--- src/sv/dssi_pkg.sv ---
// ----------------------------------------------------------------------------
// dssi_pkg
// shared types, constants and gray decode for the dual ssi frame decoder
// ----------------------------------------------------------------------------
package dssi_pkg;

    localparam int DEF_MAX_FRAME_BITS = 18;
    localparam int SHORT_FRAME_BITS   = 16;
    localparam int POS_W              = 15;
    localparam int QUEUE_DEPTH        = 2;

    localparam logic [1:0] MODE_GRAY    = 2'd0;
    localparam logic [1:0] MODE_CHECKED = 2'd1;
    localparam logic [1:0] MODE_PARITY  = 2'd2;

    typedef struct packed {
        logic [1:0]                  mode;
        logic [SHORT_FRAME_BITS-1:0] inv_a;
        logic [SHORT_FRAME_BITS-1:0] inv_b;
        logic [POS_W-1:0]            top_a;
        logic [POS_W-1:0]            top_b;
        logic                        line_ok;
        logic                        par_ok;
    } t_frame_rec;

    function automatic logic [SHORT_FRAME_BITS-1:0] gray_to_bin(
        input logic [SHORT_FRAME_BITS-1:0] g
    );
        logic [SHORT_FRAME_BITS-1:0] b;
        for (int i = 0; i < SHORT_FRAME_BITS; i++) begin
            b[i] = ^(g >> i);
        end
        return b;
    endfunction

endpackage

--- src/sv/dual_ssi_encoder_frame_decoder.sv ---
// ----------------------------------------------------------------------------
// dual_ssi_encoder_frame_decoder
// Takes one 4-bit sample of two ssi encoder channels per cycle, msb first, and
// gives both 15-bit positions and an ok flag at the end of each frame. Frame
// length is 16 bits in gray and checked binary modes and MAX_FRAME_BITS in
// parity mode. A sample is accepted every cycle; the input stalls only when
// the two-word queue between the frame tracker and the decoder is full. The
// result word passes through the queue and is then held in the output register.
// ----------------------------------------------------------------------------
module dual_ssi_encoder_frame_decoder
    import dssi_pkg::*;
#(
    parameter int MAX_FRAME_BITS = DEF_MAX_FRAME_BITS
) (
    input  logic             i_clk,
    input  logic             i_rst_n,
    input  logic             i_cfg_we,
    input  logic [1:0]       i_cfg_wdata,
    input  logic             i_in_valid,
    output logic             o_in_ready,
    input  logic [3:0]       i_sample_lines,
    input  logic             i_frame_start,
    output logic             o_out_valid,
    input  logic             i_out_ready,
    output logic [POS_W-1:0] o_position_a,
    output logic [POS_W-1:0] o_position_b,
    output logic             o_frame_ok
);

    t_frame_rec push_rec, pop_rec;
    logic       push, pop, q_full, q_valid;

    dssi_front #(
        .MAX_FRAME_BITS(MAX_FRAME_BITS)
    ) u_front (
        .i_clk          (i_clk),
        .i_rst_n        (i_rst_n),
        .i_cfg_we       (i_cfg_we),
        .i_cfg_wdata    (i_cfg_wdata),
        .i_valid        (i_in_valid),
        .o_ready        (o_in_ready),
        .i_sample_lines (i_sample_lines),
        .i_frame_start  (i_frame_start),
        .i_q_full       (q_full),
        .o_push         (push),
        .o_rec          (push_rec)
    );

    dssi_queue u_queue (
        .i_clk   (i_clk),
        .i_rst_n (i_rst_n),
        .i_push  (push),
        .i_rec   (push_rec),
        .o_full  (q_full),
        .o_valid (q_valid),
        .i_pop   (pop),
        .o_rec   (pop_rec)
    );

    dssi_back u_back (
        .i_clk        (i_clk),
        .i_rst_n      (i_rst_n),
        .i_q_valid    (q_valid),
        .i_rec        (pop_rec),
        .o_pop        (pop),
        .o_valid      (o_out_valid),
        .i_ready      (i_out_ready),
        .o_position_a (o_position_a),
        .o_position_b (o_position_b),
        .o_frame_ok   (o_frame_ok)
    );

endmodule

--- src/sv/dssi_front.sv ---
// ----------------------------------------------------------------------------
// dssi_front
// takes samples, tracks the frame, shifts in the lines and queues frame words
// ----------------------------------------------------------------------------
module dssi_front
    import dssi_pkg::*;
#(
    parameter int MAX_FRAME_BITS = DEF_MAX_FRAME_BITS
) (
    input  logic       i_clk,
    input  logic       i_rst_n,
    input  logic       i_cfg_we,
    input  logic [1:0] i_cfg_wdata,
    input  logic       i_valid,
    output logic       o_ready,
    input  logic [3:0] i_sample_lines,
    input  logic       i_frame_start,
    input  logic       i_q_full,
    output logic       o_push,
    output t_frame_rec o_rec
);

    localparam int CNT_W = $clog2(MAX_FRAME_BITS + 1);

    logic [CNT_W-1:0]          r_cnt, n_cnt, base_cnt, frame_len;
    logic [MAX_FRAME_BITS-1:0] r_dir_a, r_dir_b, r_inv_a, r_inv_b;
    logic [MAX_FRAME_BITS-1:0] n_dir_a, n_dir_b, n_inv_a, n_inv_b;
    logic [MAX_FRAME_BITS-1:0] b_dir_a, b_dir_b, b_inv_a, b_inv_b;
    logic                      r_par_a, r_par_b, n_par_a, n_par_b;
    logic [1:0]                r_mode;
    logic                      accept, active, take, done;

    assign o_ready = !i_q_full;
    assign accept  = i_valid && !i_q_full;
    assign active  = i_frame_start || (r_cnt != '0);
    assign take    = accept && active;

    always_comb begin
        base_cnt = i_frame_start ? '0 : r_cnt;
        b_dir_a  = i_frame_start ? '0 : r_dir_a;
        b_dir_b  = i_frame_start ? '0 : r_dir_b;
        b_inv_a  = i_frame_start ? '0 : r_inv_a;
        b_inv_b  = i_frame_start ? '0 : r_inv_b;
        n_cnt    = base_cnt + CNT_W'(1);
        n_dir_a  = {b_dir_a[MAX_FRAME_BITS-2:0], i_sample_lines[0]};
        n_inv_a  = {b_inv_a[MAX_FRAME_BITS-2:0], ~i_sample_lines[1]};
        n_dir_b  = {b_dir_b[MAX_FRAME_BITS-2:0], i_sample_lines[2]};
        n_inv_b  = {b_inv_b[MAX_FRAME_BITS-2:0], ~i_sample_lines[3]};
        n_par_a  = (i_frame_start ? 1'b0 : r_par_a) ^ i_sample_lines[0];
        n_par_b  = (i_frame_start ? 1'b0 : r_par_b) ^ i_sample_lines[2];
        frame_len = (r_mode == MODE_PARITY) ? CNT_W'(MAX_FRAME_BITS)
                                            : CNT_W'(SHORT_FRAME_BITS);
        done = take && (n_cnt >= frame_len);
    end

    assign o_push        = done;
    assign o_rec.mode    = r_mode;
    assign o_rec.inv_a   = n_inv_a[SHORT_FRAME_BITS-1:0];
    assign o_rec.inv_b   = n_inv_b[SHORT_FRAME_BITS-1:0];
    assign o_rec.top_a   = n_dir_a[MAX_FRAME_BITS-1 -: POS_W];
    assign o_rec.top_b   = n_dir_b[MAX_FRAME_BITS-1 -: POS_W];
    assign o_rec.line_ok = (n_inv_a[SHORT_FRAME_BITS-1:0] == n_dir_a[SHORT_FRAME_BITS-1:0])
                        && (n_inv_b[SHORT_FRAME_BITS-1:0] == n_dir_b[SHORT_FRAME_BITS-1:0]);
    assign o_rec.par_ok  = !n_par_a && !n_par_b;

    always_ff @(posedge i_clk) begin
        if (!i_rst_n) begin
            r_cnt  <= '0;
            r_mode <= MODE_GRAY;
        end else begin
            if (i_cfg_we) begin
                r_mode <= i_cfg_wdata;
            end
            if (take) begin
                r_cnt <= done ? '0 : n_cnt;
            end
        end
    end

    always_ff @(posedge i_clk) begin
        if (take) begin
            r_dir_a <= n_dir_a;
            r_dir_b <= n_dir_b;
            r_inv_a <= n_inv_a;
            r_inv_b <= n_inv_b;
            r_par_a <= n_par_a;
            r_par_b <= n_par_b;
        end
    end

    a_cnt_range: assert property (@(posedge i_clk) disable iff (!i_rst_n)
        r_cnt <= CNT_W'(MAX_FRAME_BITS))
        else $error("bit count beyond frame length");

    a_push_clears: assert property (@(posedge i_clk) disable iff (!i_rst_n)
        o_push |=> r_cnt == '0)
        else $error("frame not closed after push");

endmodule

--- src/sv/dssi_queue.sv ---
// ----------------------------------------------------------------------------
// dssi_queue
// short queue of finished frame words between front and back
// ----------------------------------------------------------------------------
module dssi_queue
    import dssi_pkg::*;
(
    input  logic       i_clk,
    input  logic       i_rst_n,
    input  logic       i_push,
    input  t_frame_rec i_rec,
    output logic       o_full,
    output logic       o_valid,
    input  logic       i_pop,
    output t_frame_rec o_rec
);

    localparam int PTR_W = (QUEUE_DEPTH > 1) ? $clog2(QUEUE_DEPTH) : 1;
    localparam int CNT_W = $clog2(QUEUE_DEPTH + 1);

    t_frame_rec       r_mem [QUEUE_DEPTH];
    logic [PTR_W-1:0] r_wr_ptr, r_rd_ptr;
    logic [CNT_W-1:0] r_count;

    assign o_full  = (r_count == CNT_W'(QUEUE_DEPTH));
    assign o_valid = (r_count != '0);
    assign o_rec   = r_mem[r_rd_ptr];

    always_ff @(posedge i_clk) begin
        if (!i_rst_n) begin
            r_wr_ptr <= '0;
            r_rd_ptr <= '0;
            r_count  <= '0;
        end else begin
            if (i_push) begin
                r_wr_ptr <= (r_wr_ptr == PTR_W'(QUEUE_DEPTH - 1)) ? '0
                                                                 : r_wr_ptr + PTR_W'(1);
            end
            if (i_pop) begin
                r_rd_ptr <= (r_rd_ptr == PTR_W'(QUEUE_DEPTH - 1)) ? '0
                                                                 : r_rd_ptr + PTR_W'(1);
            end
            if (i_push && !i_pop) begin
                r_count <= r_count + CNT_W'(1);
            end else if (i_pop && !i_push) begin
                r_count <= r_count - CNT_W'(1);
            end
        end
    end

    always_ff @(posedge i_clk) begin
        if (i_push) begin
            r_mem[r_wr_ptr] <= i_rec;
        end
    end

    a_no_overflow: assert property (@(posedge i_clk) disable iff (!i_rst_n)
        i_push |-> (!o_full || i_pop))
        else $error("push into full queue");

    a_no_underflow: assert property (@(posedge i_clk) disable iff (!i_rst_n)
        i_pop |-> o_valid)
        else $error("pop from empty queue");

endmodule

--- src/sv/dssi_back.sv ---
// ----------------------------------------------------------------------------
// dssi_back
// decodes a queued frame word per mode and holds the result word
// ----------------------------------------------------------------------------
module dssi_back
    import dssi_pkg::*;
(
    input  logic             i_clk,
    input  logic             i_rst_n,
    input  logic             i_q_valid,
    input  t_frame_rec       i_rec,
    output logic             o_pop,
    output logic             o_valid,
    input  logic             i_ready,
    output logic [POS_W-1:0] o_position_a,
    output logic [POS_W-1:0] o_position_b,
    output logic             o_frame_ok
);

    logic                        r_valid, r_ok;
    logic [POS_W-1:0]            r_pos_a, r_pos_b;
    logic [POS_W-1:0]            n_pos_a, n_pos_b;
    logic                        n_ok;
    logic [SHORT_FRAME_BITS-1:0] bin_a, bin_b;

    assign o_pop = i_q_valid && (!r_valid || i_ready);

    always_comb begin
        bin_a = gray_to_bin(i_rec.inv_a);
        bin_b = gray_to_bin(i_rec.inv_b);
        unique case (i_rec.mode)
            MODE_CHECKED: begin
                n_ok    = i_rec.line_ok && i_rec.par_ok;
                n_pos_a = i_rec.inv_a[SHORT_FRAME_BITS-1 -: POS_W];
                n_pos_b = i_rec.inv_b[SHORT_FRAME_BITS-1 -: POS_W];
            end
            MODE_PARITY: begin
                n_ok    = i_rec.par_ok;
                n_pos_a = i_rec.top_a;
                n_pos_b = i_rec.top_b;
            end
            default: begin
                n_ok    = 1'b1;
                n_pos_a = bin_a[SHORT_FRAME_BITS-1 -: POS_W];
                n_pos_b = bin_b[SHORT_FRAME_BITS-1 -: POS_W];
            end
        endcase
        if (!n_ok) begin
            n_pos_a = '0;
            n_pos_b = '0;
        end
    end

    always_ff @(posedge i_clk) begin
        if (!i_rst_n) begin
            r_valid <= 1'b0;
        end else if (o_pop) begin
            r_valid <= 1'b1;
        end else if (i_ready) begin
            r_valid <= 1'b0;
        end
    end

    always_ff @(posedge i_clk) begin
        if (o_pop) begin
            r_ok    <= n_ok;
            r_pos_a <= n_pos_a;
            r_pos_b <= n_pos_b;
        end
    end

    assign o_valid      = r_valid;
    assign o_frame_ok   = r_ok;
    assign o_position_a = r_pos_a;
    assign o_position_b = r_pos_b;

    a_fail_zero: assert property (@(posedge i_clk) disable iff (!i_rst_n)
        (r_valid && !r_ok) |-> (r_pos_a == '0 && r_pos_b == '0))
        else $error("failed frame with nonzero position");

endmodule
--- config.mk ---
export PLATFORM = sky130hd
export DESIGN_NAME = dual_ssi_encoder_frame_decoder
export DESIGN_NICKNAME = d
export VERILOG_FILES = /design/src/sv/dssi_pkg.sv /design/src/sv/dual_ssi_encoder_frame_decoder.sv /design/src/sv/dssi_front.sv /design/src/sv/dssi_queue.sv /design/src/sv/dssi_back.sv
export SDC_FILE = /design/constraint.sdc
export NUM_CORES = 1
export LEC_CHECK = 0
export BUFFER_PORTS_ARGS = -buffer_cell sky130_fd_sc_hd__buf_2
export CAP_MARGIN = 20
export CORE_AREA = 2 2 150 152
export DETAILED_ROUTE_END_ITERATION = 10
export DIE_AREA = 0 0 152 154
export GPL_TIMING_DRIVEN = 0
export PLACE_DENSITY_LB_ADDON = 0.25
export SYNTH_ARGS = -nofsm -noshare
export SYNTH_HDL_FRONTEND = slang
export SYNTH_HIERARCHICAL = 1
export SYNTH_SLANG_ARGS = --single-unit
export TNS_END_PERCENT = 1
--- constraint.sdc ---
create_clock -name i_clk -period 7.1 [get_ports i_clk]
set_input_delay 1.42 -clock i_clk [delete_from_list [all_inputs] [get_ports i_clk]]
set_output_delay 1.42 -clock i_clk [all_outputs]
set_load 0.02 [all_outputs]
== Yosys cells after proc, flatten, opt, wreduce, memory -nomap -nowiden ==
Memory sizes are Yosys's and may differ from the RTL's. A register that Yosys moved wholly into a read port is not among the register bits.
Cells that the tools add are included.

* Flip-flop bits (word level): 111
* ROM bits: 0
* Memory bits (writable): 132
* Memories kept: 1
* Output and inout port bits: 33
* Input port bits: 12
* Word-level logic and storage cells: 105
* Bits in latches: 0

* Multiply operators: 0
* Equal/unequal tests: 6
* $add $sub $neg: 5
* Reductions and logical operators: 51
* Shifts and indexed selects: 0
* Bitwise operators: 4
* Divide/modulo/power cells: 0
* Mux-type cells: 22
* $lt $le $gt $ge: 1

{| class="wikitable"
|+ Memory list
! name !! depth !! bits a word !! rd ports !! clocked after memory_dff !! write ports !! RTL line !! source
|-
| u_queue.r_mem || 2 || 66 || 1 || 1 || 1 || dssi_queue.sv:21 || <nowiki>t_frame_rec r_mem [QUEUE_DEPTH];</nowiki>
|}

{| class="wikitable"
|+ Operators with widths
! cell !! number
|-
| 16-bit XOR reduction || 30
|-
| 15-bit one-hot mux with 2 select lines || 2
|-
| 17-bit two-way mux || 2
|-
| 16-bit equality test || 2
|-
| 15-bit two-way mux || 2
|-
| 1-bit two-way mux || 10
|-
| 5-bit two-way mux || 2
|-
| 1-bit logical AND || 9
|-
| 2-bit equality test (second input constant) || 3
|-
| 1-bit zero test || 6
|-
| 2-bit two-way mux || 3
|-
| 2-bit nonzero test || 3
|-
| 5-bit by 1-bit adder with 5-bit output (second input constant) || 1
|-
| 5-bit greater-or-equal comparator || 1
|-
| 5-bit nonzero test || 1
|-
| 1-bit adder (second input constant) || 2
|-
| 2-bit by 1-bit adder with 2-bit output (second input constant) || 1
|-
| 2-bit by 1-bit equality test with 1-bit output (second input constant) || 1
|-
| 1-bit logical OR || 2
|-
| 1-bit NOT || 2
|-
| 1-bit one-hot mux with 2 select lines || 1
|-
| 2-bit by 1-bit subtractor with 2-bit output (second input constant) || 1
|-
| 1-bit bitwise XOR || 2
|}

== Longest topological paths before layout ==
* Word-level depth: 9
* Mapped depth: 12
* Mapped depth without buffers: 11

== By module ==
Netlist, hierarchy kept.

{| class="wikitable"
|+ By module, submodules not included
! module !! times used !! cells an instance !! seq. area each (sq um) !! area an instance (sq um)
|-
| dssi_queue || 1 || 227 || 4063.9 || 4994.8
|-
| dssi_front || 1 || 284 || 2122.0 || 3497.1
|-
| dssi_back || 1 || 170 || 950.9 || 2179.6
|}

== Least setup slack after synthesis ==
Ideal clock, no wire load.

* Path kind: input to register
* From: input i_frame_start
* To: memory u_queue/r_mem[0][0] (netlist bit) (enable)
* Stages on the path: 9
* Data required time: 6.601 ns
* Slack: 1.027 ns
* Arrival time: 5.574 ns
* Path buffers: 1
* Setup time: 0.499 ns
* Path through: buf_2 > inv_2 > nand2_1 > ha_1 > nand2b_1 > a211oi_1 > o2111ai_1 > nand2_1 > nor2b_1

* Cells in the longest elaborated chain, start to end: 6
* Elaborated cells between the ends (all ways): 8
* Classes of those cells: 1 x add/sub; 1 x order compare; 3 x mux; 3 x reduce/logical

{| class="wikitable"
|+ RTL lines
! item !! RTL line !! source
|-
| start: declaration || dual_ssi_encoder_frame_decoder.sv:22 || <nowiki>input logic i_frame_start,</nowiki>
|-
| 5-bit two-way mux || dssi_front.sv:39 || <nowiki>base_cnt = i_frame_start ? '0 : r_cnt;</nowiki>
|-
| 5-bit by 1-bit adder with 5-bit output || dssi_front.sv:44 || <nowiki>n_cnt = base_cnt + CNT_W'(1);</nowiki>
|-
| 5-bit greater-or-equal comparator || dssi_front.sv:53 || <nowiki>done = take && (n_cnt >= frame_len);</nowiki>
|-
| 1-bit logical AND * || dssi_front.sv:53 ||
|-
| named net push || dual_ssi_encoder_frame_decoder.sv:31 || <nowiki>logic push, pop, q_full, q_valid;</nowiki>
|-
| 1-bit two-way mux * || dssi_queue.sv:52 || <nowiki>if (i_push) begin</nowiki>
|-
| 1-bit two-way mux (implied by the code) * || dssi_queue.sv:53 || <nowiki>r_mem[r_wr_ptr] <= i_rec;</nowiki>
|-
| end: declaration || dssi_queue.sv:21 ||
|}

The timed path passes the listed nets; every way through them passes the cells marked *.

==> results.toml <==
[status]
status = "complete, no violations"

[clock_tree]
post_cts_buffers = 0
htreeDepth = 1
clock_sinks = 238
clk_latency_ns = 0.51
cts_resized = 0
cts_buffer_depth = 3
clkTransAtPathRegs_ns = 0.06
cts_root_buf = "clkbuf_16"
cts_made_buffers = 25
ctsHoldBuffers = 0
cts_tree = "done"

[sta]
whs_ns = 0.5020
grt_setup_unrepaired = "false"
hold_viol = 0
min_period_ns = 3.668
worstMarginPinSlew_ns = 0.8308
fin_worst_skew_ns = 0.007103
slew_viol_final = 0
fin_tns_setup_ns = 0
fmax_mhz = 272.7
fin_crit_sh_pct = 51.66
slew_headroom_pct = 44.61
setup_viol = 0

[global_routing]
track_usage_pct = 18.82
grt_pass1_vias = 5863
grt_remaining_overflow = 0
grt_max_degree = 38
antenna_found_initial = 0
grt_pass1_wl_um = 34060

[layout]
nets = 768
layout-drive-gt1-share_pct = 27.14
design_area_um2 = 12100
antenna_cells = 0
area_growth_pct = 14.94
multi_input_area_um2 = 3074
stdcell_count = 1050
n_fill_cell = 1714
ff_latch_area_um2 = 7017

[drt]
drtPass1Iterations = 6
drtIter0Drc = 538
routed_wl_um = 21760
vias_per_cell = 5.543
routedWlPerCell_um = 20.72
ant_nets = 0
num_vias = 5820
remaining_drc_errors = 0

[synthesis]
yosys_warnings = 6
syn_area_um2 = 10530
syn_avg_cell_area_um2 = 15.60
syn_inst = 675
synth_nets = 691

[critical_path]
endpoint_kind = "register"
worst-setup-path-type = "register to register"
r2r_slack_ns = 3.43
worstSetupEndpoint = "u_back/o_position_a[0]$_SDFFCE_PN0P_"
ff2ff_path_depth = 10
slowest_stage = "clkbuf_1"
r2r-end = "u_back/o_position_a[0]$_SDFFCE_PN0P_"
start_kind = "register"
cpPeakStageDelay_ns = 0.63
cp_common_cell = "clkbuf_1"
worstPathArrival_ns = 3.97
critPathMaxFanout = 10
crit_chain = "buf_2 > mux2_2 > inv_1 > ha_1 > clkbuf_1 > nor2b_1 > clkbuf_1 > clkbuf_1 > a22oi_1 > o22ai_1"
required_ns = 7.40

[die]
initial_utilization_pct = 48.55
die_area_um2 = 23410
die_h_um = 154
dieWidth_um = 152
core-area_um2 = 21690
io_pins = 45
rows = 54

[pwr]
power_density_nw_per_um2 = 244.7
ir_drop_uv = 148.9
leakage_nw = 4.270

[flow_run]
cap_violations = 0

[placed_design]
port_buffers = 43
numPlacedInstances = 1005
postPlaceCellArea_um2 = 11300
place_hpwl_um = 14950
globalplace.congestion = 0.8700

[worst_hold_path]
hold_class = "register to register"
## critical path, delay by kind of cell (launching register included)
kind,cells,cell delay (ns)
AO/OA/AOI/OAI,2,0.46
adder cells (fa/ha/maj),1,0.22
buffers and inverters,5,1.81
flip-flops,1,0.36
multiplexers,1,0.40
AND/OR/NAND/NOR,1,0.19
## placed cells by master (no fill, tap or decap), types with 5 or more instances in the layout
cell type	instances
edfxtp_1	225
mux2_2	64
nor2b_1	63
buf_2	47
xnor2_1	42
buf_4	32
a22oi_1	29
clkbuf_16	26
inv_1	18
clkbuf_1	17
o22ai_1	16
nand2_1	15
nor2_1	14
xor2_1	13
dfxtp_1	13
o21ai_0	10
xnor3_1	9
nand4_1	7
buf_6	6
o2bb2ai_1	6
buf_1	6
clkinv_2	5
nand2b_1	5
and2_1	5
## power by group
part           leakage [nW]  total, W  internal [W]  switching, W
sequential             2.20   0.00158       0.00156     0.0000136
clock                 0.395   0.00127      0.000759      0.000510
combinational          1.68  0.000116     0.0000488     0.0000668
## state kept, by name (all words and copies together) (netlist names), named ones only
register	count
u_front/r_dir_a	17
u_front/r_par_a	1
u_queue/r_wr_ptr	1
u_front/r_cnt	5
u_back/o_position_b	15
u_front/r_mode	2
u_front/r_inv_a	15
u_front/r_par_b	1
u_front/r_inv_b	15
u_queue/r_rd_ptr	1
u_back/o_frame_ok	1
u_back/o_valid	1
u_front/r_dir_b	17
u_queue/r_count	2
u_back/o_position_a	15
u_queue/r_mem	128
## how the worst min path moves through the flow
stage                                     from                              end  slack [ns]  cells after the start
6_report       u_queue/r_count[1]$_SDFFE_PN0P_  u_queue/r_count[1]$_SDFFE_PN0P_        0.50                      2
2_1_floorplan   u_front/r_mode[1]$_SDFFE_PN0P_   u_queue/r_mem[0][65]$_DFFE_PP_        0.44                      0
3_3_place_gp    u_front/r_mode[1]$_SDFFE_PN0P_   u_queue/r_mem[0][65]$_DFFE_PP_        0.47                      0
5_1_grt         u_front/r_mode[1]$_SDFFE_PN0P_   u_queue/r_mem[0][65]$_DFFE_PP_        0.53                      0
4_1_cts         u_front/r_mode[1]$_SDFFE_PN0P_   u_queue/r_mem[0][65]$_DFFE_PP_        0.50                      0
3_5_place_dp    u_front/r_mode[1]$_SDFFE_PN0P_   u_queue/r_mem[0][65]$_DFFE_PP_        0.48                      0
## per-stage QoR
stage / power (W) / utilization [%] / worst slack, ns
after floorplan: 0.001679 / - / 1.118
after global placement: 0.001713 / 51.15 / -0.9237
after detailed placement: 0.001722 / 52.09 / 3.017
after CTS: 0.002983 / 55.80 / 3.416
after global routing: 0.003062 / 55.80 / 3.232
final: 0.002961 / 55.80 / 3.432
## area by class of cell
cell class	instances	share of cell area (%)
buffer	60	3.267
clock buffer	33	5.759
clock inverter	12	0.8892
inverter	20	0.6203
multi-input combinational	357	25.40
sequential	238	57.98
tap	280	2.895
timing repair buffer	50	3.184
## per-layer routing
layer | global-route usage (%) | vias up | wire, um | share of wire [%]
li1 | - | 2653 | - | -
met1 | 25.82 | 2901 | 9134 | 42
met2 | 31.57 | 231 | 10580 | 49
met3 | 2.988 | 35 | 1632 | 7.5
met4 | 4.984 | 0 | 414 | 1.9
met5 | 0 | - | 0 | 0
Power figures use the tool's default switching activity.
